### src/wfe_pkg.sv
package wfe_pkg;

    // frame geometry
    localparam int PIXELS         = 16;
    localparam int STORE_DEPTH    = PIXELS + 1;
    localparam int BITS_PER_PIXEL = 24;
    localparam int PIXEL_SLOTS    = STORE_DEPTH * BITS_PER_PIXEL;

    // field and counter widths
    localparam int COLOR_W   = 8;
    localparam int GRB_W     = 3 * COLOR_W;
    localparam int LED_IDX_W = 5;
    localparam int PIX_W     = $clog2(STORE_DEPTH);
    localparam int BIT_W     = $clog2(BITS_PER_PIXEL);
    localparam int CFG_W     = 8;
    localparam int CFG_IDX_W = 2;
    localparam int POS_W     = $clog2(PIXEL_SLOTS + (1 << CFG_W));
    localparam int PROD_W    = 2 * COLOR_W;

    // register reset values
    localparam logic [CFG_W-1:0] DUTY_HIGH_RST = 8'd70;
    localparam logic [CFG_W-1:0] DUTY_LOW_RST  = 8'd35;
    localparam logic [CFG_W-1:0] TRAILER_RST   = 8'd64;

    // request codes
    typedef enum logic [1:0] {
        REQ_WRITE = 2'd0,
        REQ_CLEAR = 2'd1,
        REQ_TICK  = 2'd2
    } t_req;

    // register indexes
    typedef enum logic [CFG_IDX_W-1:0] {
        CFG_DUTY_HIGH = 2'd0,
        CFG_DUTY_LOW  = 2'd1,
        CFG_TRAILER   = 2'd2
    } t_cfg_idx;

    // registered item after the scaling stage
    typedef struct packed {
        logic                 valid;
        logic [1:0]           req;
        logic [LED_IDX_W-1:0] idx;
        logic                 more;
        logic [GRB_W-1:0]     grb;
    } t_item;

    // frame store write command
    typedef struct packed {
        logic                 we;
        logic                 clr;
        logic [LED_IDX_W-1:0] idx;
        logic [GRB_W-1:0]     data;
    } t_store_wr;

    // floor(x / 255) for the product of two 8-bit values, exact over that range
    function automatic logic [COLOR_W-1:0] div255(input logic [PROD_W-1:0] x);
        logic [PROD_W:0] s;
        s = {1'b0, x} + (PROD_W+1)'(x >> COLOR_W) + (PROD_W+1)'(1);
        return s[PROD_W-1:COLOR_W];
    endfunction

endpackage

### src/wfe_scale.sv
module wfe_scale (
    input  logic                          i_clk,
    input  logic                          i_rst_n,
    input  logic                          i_load,
    input  logic                          i_adv,
    input  logic [1:0]                    i_req,
    input  logic [wfe_pkg::LED_IDX_W-1:0] i_idx,
    input  logic [wfe_pkg::COLOR_W-1:0]   i_red,
    input  logic [wfe_pkg::COLOR_W-1:0]   i_green,
    input  logic [wfe_pkg::COLOR_W-1:0]   i_blue,
    input  logic [wfe_pkg::COLOR_W-1:0]   i_brightness,
    input  logic                          i_more,
    output wfe_pkg::t_item                o_item
);
    import wfe_pkg::*;

    logic                 r_valid;
    logic                 n_valid;
    logic [1:0]           r_req;
    logic [LED_IDX_W-1:0] r_idx;
    logic                 r_more;
    logic [PROD_W-1:0]    r_prod_r;
    logic [PROD_W-1:0]    r_prod_g;
    logic [PROD_W-1:0]    r_prod_b;

    // stage occupancy
    always_comb begin
        n_valid = r_valid;
        if (i_load) begin
            n_valid = 1'b1;
        end else if (i_adv) begin
            n_valid = 1'b0;
        end
    end

    always_ff @(posedge i_clk) begin
        if (!i_rst_n) begin
            r_valid <= 1'b0;
        end else begin
            r_valid <= n_valid;
        end
    end

    // capture word and brightness products
    always_ff @(posedge i_clk) begin
        if (i_load) begin
            r_req    <= i_req;
            r_idx    <= i_idx;
            r_more   <= i_more;
            r_prod_r <= i_red * i_brightness;
            r_prod_g <= i_green * i_brightness;
            r_prod_b <= i_blue * i_brightness;
        end
    end

    // divide by 255 and pack as grb
    always_comb begin
        o_item.valid = r_valid;
        o_item.req   = r_req;
        o_item.idx   = r_idx;
        o_item.more  = r_more;
        o_item.grb   = {div255(r_prod_g), div255(r_prod_r), div255(r_prod_b)};
    end

endmodule

### src/wfe_store.sv
module wfe_store (
    input  logic                      i_clk,
    input  logic                      i_rst_n,
    input  wfe_pkg::t_store_wr        i_wr,
    input  logic [wfe_pkg::PIX_W-1:0] i_rd_pix,
    output logic [wfe_pkg::GRB_W-1:0] o_rd_word
);
    import wfe_pkg::*;

    logic [GRB_W-1:0] r_store [STORE_DEPTH];
    logic             wr_ok;

    // writes beyond the last pixel are dropped
    assign wr_ok = i_wr.we && (i_wr.idx <= LED_IDX_W'(PIXELS));

    // reset and clear zero every pixel at once
    always_ff @(posedge i_clk) begin
        if (!i_rst_n || i_wr.clr) begin
            for (int i = 0; i < STORE_DEPTH; i++) begin
                r_store[i] <= '0;
            end
        end else if (wr_ok) begin
            r_store[PIX_W'(i_wr.idx)] <= i_wr.data;
        end
    end

    // live read for the slot sequencer, past the end reads zero
    assign o_rd_word = (i_rd_pix < PIX_W'(STORE_DEPTH)) ? r_store[i_rd_pix] : '0;

endmodule

### src/wfe_slot.sv
module wfe_slot (
    input  logic                          i_clk,
    input  logic                          i_rst_n,
    input  logic                          i_cfg_we,
    input  logic [wfe_pkg::CFG_IDX_W-1:0] i_cfg_addr,
    input  logic [wfe_pkg::CFG_W-1:0]     i_cfg_data,
    input  logic                          i_tick,
    input  logic                          i_request,
    input  logic                          i_out_ready,
    output logic [wfe_pkg::PIX_W-1:0]     o_rd_pix,
    input  logic [wfe_pkg::GRB_W-1:0]     i_rd_word,
    output logic                          o_out_valid,
    output logic [wfe_pkg::CFG_W-1:0]     o_duty,
    output logic                          o_frame_end
);
    import wfe_pkg::*;

    logic [CFG_W-1:0] r_duty_high;
    logic [CFG_W-1:0] r_duty_low;
    logic [CFG_W-1:0] r_trailer;

    logic             r_sending, n_sending;
    logic             r_pending, n_pending;
    logic [POS_W-1:0] r_pos, n_pos;
    logic [PIX_W-1:0] r_pix, n_pix;
    logic [BIT_W-1:0] r_bit, n_bit;
    logic             r_out_valid, n_out_valid;
    logic [CFG_W-1:0] r_duty;
    logic             r_last;

    logic             emit;
    logic             in_pixels;
    logic             last;
    logic [CFG_W-1:0] slot_duty;
    logic [POS_W:0]   total;

    // configuration registers
    always_ff @(posedge i_clk) begin
        if (!i_rst_n) begin
            r_duty_high <= DUTY_HIGH_RST;
            r_duty_low  <= DUTY_LOW_RST;
            r_trailer   <= TRAILER_RST;
        end else if (i_cfg_we) begin
            case (i_cfg_addr)
                CFG_DUTY_HIGH: r_duty_high <= i_cfg_data;
                CFG_DUTY_LOW:  r_duty_low  <= i_cfg_data;
                CFG_TRAILER:   r_trailer   <= i_cfg_data;
                default:       ;
            endcase
        end
    end

    // slot decode, counters sit at slot 0 whenever idle
    assign o_rd_pix  = r_pix;
    assign emit      = i_tick && (r_sending || r_pending);
    assign in_pixels = r_pos < POS_W'(PIXEL_SLOTS);
    assign total     = (POS_W+1)'(PIXEL_SLOTS) + (POS_W+1)'(r_trailer);
    assign last      = ({1'b0, r_pos} + (POS_W+1)'(1)) >= total;
    assign slot_duty = !in_pixels ? '0 : (i_rd_word[r_bit] ? r_duty_high : r_duty_low);

    // frame sequencing, a request seen during a frame waits for its end
    always_comb begin
        n_sending   = r_sending;
        n_pending   = r_pending;
        n_pos       = r_pos;
        n_pix       = r_pix;
        n_bit       = r_bit;
        n_out_valid = r_out_valid && !i_out_ready;
        if (i_request) begin
            n_pending = 1'b1;
        end
        if (emit) begin
            n_out_valid = 1'b1;
            if (!r_sending) begin
                n_sending = 1'b1;
                n_pending = 1'b0;
            end
            if (last) begin
                n_sending = 1'b0;
                n_pos     = '0;
                n_pix     = '0;
                n_bit     = BIT_W'(BITS_PER_PIXEL - 1);
            end else begin
                n_pos = r_pos + POS_W'(1);
                if (r_bit == '0) begin
                    n_bit = BIT_W'(BITS_PER_PIXEL - 1);
                    if (r_pix < PIX_W'(STORE_DEPTH)) begin
                        n_pix = r_pix + PIX_W'(1);
                    end
                end else begin
                    n_bit = r_bit - BIT_W'(1);
                end
            end
        end
    end

    always_ff @(posedge i_clk) begin
        if (!i_rst_n) begin
            r_sending   <= 1'b0;
            r_pending   <= 1'b0;
            r_pos       <= '0;
            r_pix       <= '0;
            r_bit       <= BIT_W'(BITS_PER_PIXEL - 1);
            r_out_valid <= 1'b0;
        end else begin
            r_sending   <= n_sending;
            r_pending   <= n_pending;
            r_pos       <= n_pos;
            r_pix       <= n_pix;
            r_bit       <= n_bit;
            r_out_valid <= n_out_valid;
        end
    end

    // result register
    always_ff @(posedge i_clk) begin
        if (emit) begin
            r_duty <= slot_duty;
            r_last <= last;
        end
    end

    assign o_out_valid = r_out_valid;
    assign o_duty      = r_duty;
    assign o_frame_end = r_last;

endmodule

### src/ws2812_frame_encoder.sv
// WS2812 frame encoder: keeps a 17-pixel GRB frame store and turns it into one PWM
// duty value per bit slot. Input words are pixel writes (colour scaled by brightness
// as floor(c*b/255)), whole-frame clears, or ticks; a write or clear without
// more_follows requests a frame, and the next tick that finds the block idle starts
// it. Each tick of a running frame yields one output word: 408 data slots MSB first
// (duty_high for a one, duty_low for a zero), then trailer_slots zero slots, with
// tlast on the final slot. One word is accepted per clock unless a tick stalls; an
// accepted word is captured in the input/product register, from where it acts on
// the store and frame logic, and a tick loads the result register that holds its
// output word. A tick stalls only while the output register holds a word that has
// not been taken. The user must write registers through the cfg port only while
// the block is idle; the block itself does not enforce this.
module ws2812_frame_encoder (
    input  logic        i_clk,
    input  logic        i_rst_n,
    // configuration
    input  logic        i_cfg_we,
    input  logic [1:0]  i_cfg_addr,
    input  logic [7:0]  i_cfg_data,
    // input words
    input  logic        i_s_axis_tvalid,
    output logic        o_s_axis_tready,
    input  logic [39:0] i_s_axis_tdata,  // led_index, red, green, blue, brightness, zero pad
    input  logic [2:0]  i_s_axis_tuser,  // req_type, more_follows
    // output words
    output logic        o_m_axis_tvalid,
    input  logic        i_m_axis_tready,
    output logic [7:0]  o_m_axis_tdata,  // duty
    output logic        o_m_axis_tlast
);
    import wfe_pkg::*;

    t_item      item;
    t_store_wr  store_wr;
    logic       load;
    logic       adv;
    logic       out_free;
    logic       is_tick;
    logic [PIX_W-1:0] rd_pix;
    logic [GRB_W-1:0] rd_word;

    // handshake: a tick waits for room in the result register
    assign out_free        = !o_m_axis_tvalid || i_m_axis_tready;
    assign is_tick         = item.req == REQ_TICK;
    assign adv             = item.valid && (!is_tick || out_free);
    assign o_s_axis_tready = !item.valid || adv;
    assign load            = i_s_axis_tvalid && o_s_axis_tready;

    wfe_scale u_scale (
        .i_clk        (i_clk),
        .i_rst_n      (i_rst_n),
        .i_load       (load),
        .i_adv        (adv),
        .i_req        (i_s_axis_tuser[1:0]),
        .i_idx        (i_s_axis_tdata[4:0]),
        .i_red        (i_s_axis_tdata[12:5]),
        .i_green      (i_s_axis_tdata[20:13]),
        .i_blue       (i_s_axis_tdata[28:21]),
        .i_brightness (i_s_axis_tdata[36:29]),
        .i_more       (i_s_axis_tuser[2]),
        .o_item       (item)
    );

    // store command from the word in the frame stage
    always_comb begin
        store_wr.we   = adv && (item.req == REQ_WRITE);
        store_wr.clr  = adv && (item.req == REQ_CLEAR);
        store_wr.idx  = item.idx;
        store_wr.data = item.grb;
    end

    wfe_store u_store (
        .i_clk     (i_clk),
        .i_rst_n   (i_rst_n),
        .i_wr      (store_wr),
        .i_rd_pix  (rd_pix),
        .o_rd_word (rd_word)
    );

    wfe_slot u_slot (
        .i_clk       (i_clk),
        .i_rst_n     (i_rst_n),
        .i_cfg_we    (i_cfg_we),
        .i_cfg_addr  (i_cfg_addr),
        .i_cfg_data  (i_cfg_data),
        .i_tick      (adv && is_tick),
        .i_request   ((store_wr.we || store_wr.clr) && !item.more),
        .i_out_ready (i_m_axis_tready),
        .o_rd_pix    (rd_pix),
        .i_rd_word   (rd_word),
        .o_out_valid (o_m_axis_tvalid),
        .o_duty      (o_m_axis_tdata),
        .o_frame_end (o_m_axis_tlast)
    );

endmodule

### config.mk
export PLATFORM = sky130hd
export DESIGN_NAME = ws2812_frame_encoder
export DESIGN_NICKNAME = d
export VERILOG_FILES = /design/src/wfe_pkg.sv /design/src/wfe_scale.sv /design/src/wfe_store.sv /design/src/wfe_slot.sv /design/src/ws2812_frame_encoder.sv
export SDC_FILE = /design/constraint.sdc
export NUM_CORES = 1
export LEC_CHECK = 0
export BUFFER_PORTS_ARGS = -buffer_cell sky130_fd_sc_hd__buf_2
export CORE_ASPECT_RATIO = 0.9
export CORE_MARGIN = 2
export CORE_UTILIZATION = 65
export DETAILED_ROUTE_END_ITERATION = 16
export PLACE_DENSITY_LB_ADDON = 0.1
export REMOVE_ABC_BUFFERS = 1
export SLEW_MARGIN = 20
export SYNTH_ARGS = -nofsm -noshare
export SYNTH_HDL_FRONTEND = slang
export SYNTH_HIERARCHICAL = 1
export SYNTH_SLANG_ARGS = --single-unit
### constraint.sdc
create_clock -name i_clk -period 14.3 [get_ports i_clk]
set_input_delay 2.145 -clock i_clk [delete_from_list [all_inputs] [get_ports i_clk]]
set_output_delay 2.145 -clock i_clk [all_outputs]
set_load 0.02 [all_outputs]
==> flow_summary.json <==
{
  "place.detailed.hpwl_mm": 44.9,
  "post_cts.repair.setup_buffers": 0,
  "numClockSinks": 521,
  "ys_ff_latch": 521,
  "r2r_cells": 12,
  "p_int_mw": 3.02,
  "rsz0062_at_grt": "false",
  "hp-start": "u_slot/r_duty_high[1]",
  "drv_cap": 0,
  "synthXorXnorAreaFrac_pct": 1.88,
  "switchingPower_mw": 1.45,
  "critPathRequiredTime_ns": 14.63,
  "syn_to_final_growth_pct": 8.69,
  "crit_path_end_kind": "flop",
  "pin_count": 69,
  "numCtsBuffers": 52,
  "final_cell_area_um2": 33300,
  "hold_end": "u_slot/r_duty_high[1]",
  "crit_buf_inv": 4,
  "core_um2": 46600,
  "postSynthAreaPerCell_um2": 12.3,
  "crit_path_top_delay_cell": "fa_1",
  "cts_tree": "done",
  "finalMaxSlewViolations": 0,
  "max_stage_delay_ns": 0.55,
  "combPwrFrac_pct": 29.1,
  "viasPerCell": 6.12,
  "postRouteWirelength_mm": 69.6,
  "crit_family": "adder cells",
  "synth_compound_area_share_pct": 6.24,
  "grt_overflow": 0,
  "synth_simple_gate_area_share_pct": 16.5,
  "clock_path_buffers": 3,
  "synthAdderAreaFrac_pct": 12.9,
  "timing.final.crit_period_ns": 6.17,
  "ys_seq_area_share_pct": 49.4,
  "rrSetupSlack_ns": 9.22,
  "diodes": 0,
  "num_vias": 19489,
  "cts_resized": 0,
  "placed_cell_area_um2": 31700,
  "fmax_mhz": 162,
  "dp_cells": 3091,
  "seq_area_um2": 15200,
  "grt_pass1_wl_mm": 109,
  "setup_violations": 0,
  "final_nets": 2839,
  "maxSlewHeadroom_pct": 26.9,
  "synth_top_family_by_area": "simple AND/OR/NAND/NOR gates",
  "dieArea_um2": 49000,
  "cts.htree.levels": 2,
  "swShare_pct": 32.5,
  "regToRegEndpoint": "u_slot/o_duty[6]",
  "period_share_pct": 43.1,
  "ctsHoldBuffers": 0,
  "fillers": 3117,
  "synthArstFlopShare_pct": 0,
  "yosys_warnings": 6,
  "synthFlopType": "edfxtp_1",
  "fin_cells": 3184,
  "wl_per_cell_um": 21.9,
  "power_density_nw_per_um2": 134,
  "crit_fanout": 24,
  "min_path_cells": 2,
  "drtIter0Drc": 1740,
  "whs_ns": 0.473,
  "worstPathArrival_ns": 6.50,
  "grt_max_degree": 58,
  "worst_setup_path_start_kind": "input port",
  "multi_input_area_um2": 14400,
  "p_leak_nw": 13.5,
  "cp_cell_sequence": "buf_2, nand2_1, fa_1, fa_1, inv_1, fa_1, inv_1, fa_1, inv_1, ha_1, a21o_1, a21oi_2, o21ai_2, or4_1, a31oi_1, xnor2_1",
  "r2r_start": "u_slot/o_rd_pix[0]",
  "drive_above_1_share_pct": 13.0,
  "synth_area_um2": 30700,
  "grt_pass1_vias": 19778,
  "timing.final.ws_setup_ns": 8.13,
  "hold_viol_final": 0,
  "synth_edf_count": 473,
  "clock_power_share_pct": 28.7,
  "synthCells": 2495,
  "finalClockSkew_ns": 0.0185,
  "critPathKind": "in2reg",
  "synth.distinct_cells": 81,
  "rows": 75,
  "synth_mux_area_share_pct": 8.95,
  "insertion_delay_ns": 0.59,
  "hold_path.class": "reg2reg",
  "pre_cts_slack_ns": 7.54,
  "initial_core_util_pct": 65.8,
  "fp.dieW_um": 233,
  "cpMostUsedCell": "fa_1",
  "grt_use_total_pct": 29.1,
  "antenna_found_initial": 1,
  "status": "completed",
  "worst_slew_pin_slew_ns": 1.09,
  "first_pass_iters": 5,
  "portBuffers": 65,
  "drc": 0,
  "irDropWorstVdd_uv": 95.8,
  "sequentialPowerShare_pct": 42.2,
  "place.gp.congestion": 0.844,
  "ant_nets": 0,
  "cts.reportedPaths.clkPinSlew_ns": 0.06,
  "tns_ns": 0,
  "cts_root_buf": "clkbuf_16",
  "die_h_um": 210
}
worst max path at each step:
stage                            start                   end  cells after the start
global placement    i_s_axis_tdata[36]  u_scale/r_prod_b[15]                     16
CTS                 i_s_axis_tdata[36]  u_scale/r_prod_b[15]                     16
finish              i_s_axis_tdata[36]  u_scale/r_prod_b[15]                     16
detailed placement  i_s_axis_tdata[36]  u_scale/r_prod_b[15]                     16
floorplan           u_slot/o_rd_pix[0]      u_slot/o_duty[0]                      9
global route        i_s_axis_tdata[36]  u_scale/r_prod_b[14]                     16
power by group through the flow:
stage / Combinational [mW] / Sequential, mW / Clock [mW]
2_1_floorplan: 0.848 / 1.89 / 0
3_3_place_gp: 1.23 / 1.91 / 0
3_5_place_dp: 1.28 / 1.92 / 0
4_1_cts: 1.29 / 1.88 / 1.30
5_1_grt: 1.45 / 1.90 / 1.35
6_report: 1.30 / 1.89 / 1.28
cell families (layout without fill, tap and decap cells):
group,Yosys count,in the layout
AO/OA/AOI/OAI,276,276
buffers and inverters,309,382
flip-flops,521,521
adder cells (fa/ha/maj),251,251
AND/OR/NAND/NOR,871,871
XOR/XNOR,66,66
multiplexers,201,201
area by class of cell:
cell class              instances  area share, %
multi-input cells            1665           43.3
flip-flops and latches        521           45.5
inverters                     167           1.88
clock inverters                27          0.600
repair buffers                123           2.29
clock buffers                  65           4.11
well taps                     616           2.31
per-layer routing:
layer	wire, um	part of all wire [%]	GRT usage [%]
met5	0	0	0
met1	28700	41	39.6
met3	5160	7.4	4.10
met4	1570	2.3	8.19
met2	34200	49	49.3
through the flow:
| stage | utilization, % | total power [mW] |
|---|---|---|
| 6_report | 71.5 | 4.47 |
| 5_1_grt | 71.5 | 4.71 |
| 4_1_cts | 71.4 | 4.47 |
| 3_5_place_dp | 68.0 | 3.19 |
| 3_3_place_gp | 68.0 | 3.14 |
| 2_1_floorplan | - | 2.74 |
synth_stat cells (9+ instances only):
| library cell | count | area, um^2 |
|---|---|---|
| dfxtp_1 | 48 | 961 |
| xor2_1 | 20 | 175 |
| o22ai_1 | 24 | 150 |
| mux4_1 | 9 | 236 |
| a32oi_1 | 14 | 123 |
| buf_2 | 22 | 110 |
| a31oi_1 | 11 | 68.8 |
| mux4_2 | 42 | 946 |
| nand4_1 | 15 | 93.8 |
| mux2i_1 | 100 | 1000 |
| o21a_1 | 10 | 75.1 |
| a221o_1 | 10 | 100 |
| nand2b_1 | 16 | 100 |
| o21ai_1 | 19 | 95.1 |
| xnor2_1 | 46 | 403 |
| nor3_1 | 18 | 90.1 |
| a22oi_1 | 33 | 248 |
| o21ai_0 | 47 | 235 |
| fa_1 | 108 | 2160 |
| a21o_1 | 14 | 105 |
| inv_1 | 167 | 627 |
| and2_1 | 571 | 3570 |
| nand3_1 | 36 | 180 |
| a21oi_1 | 41 | 205 |
| nor2_1 | 74 | 278 |
| edfxtp_1 | 473 | 14200 |
| ha_1 | 143 | 1790 |
| nor2b_1 | 13 | 81.3 |
| mux2_2 | 50 | 563 |
| clkbuf_1 | 101 | 379 |
| nand2_1 | 85 | 319 |
flip-flops by register name, indices dropped and copies added, names as in the netlist, 5 cells and up:
| name | count |
|---|---|
| u_store/r_store | 408 |
| u_slot/o_rd_pix | 5 |
| u_slot/r_pos | 10 |
| u_scale/r_idx | 5 |
| u_slot/r_duty_low | 8 |
| u_slot/o_duty | 8 |
| u_scale/r_prod_r | 16 |
| u_scale/r_prod_g | 16 |
| u_scale/r_prod_b | 16 |
| u_slot/r_bit | 5 |
| u_slot/r_duty_high | 8 |
| u_slot/r_trailer | 8 |
layout by cell type, fill, tap and decap left out, drive strengths merged, types with 50 or more instances in the layout:
master and n:
and2 571, buf 123, clkbuf 65, edfxtp 473, fa 108, ha 143, inv 168, mux2 50
mux2i 100, mux4 51, nand2 85, nor2 75, o21ai 69
worst reg2reg max path, cell delays in order (launching register included):
cell and delay [ns]:
dfxtp_4 0.68, buf_4 0.52, buf_4 0.66, and2_1 0.66, a22oi_1 0.23, a32oi_1 0.35
o21ai_0 0.18, mux4_2 0.56, nor3b_2 0.19, a21oi_2 0.19, o21ai_1 0.29, nand3_1 0.19
a21oi_1 0.09
No activity file was read; power rests on OpenSTA's default activity.
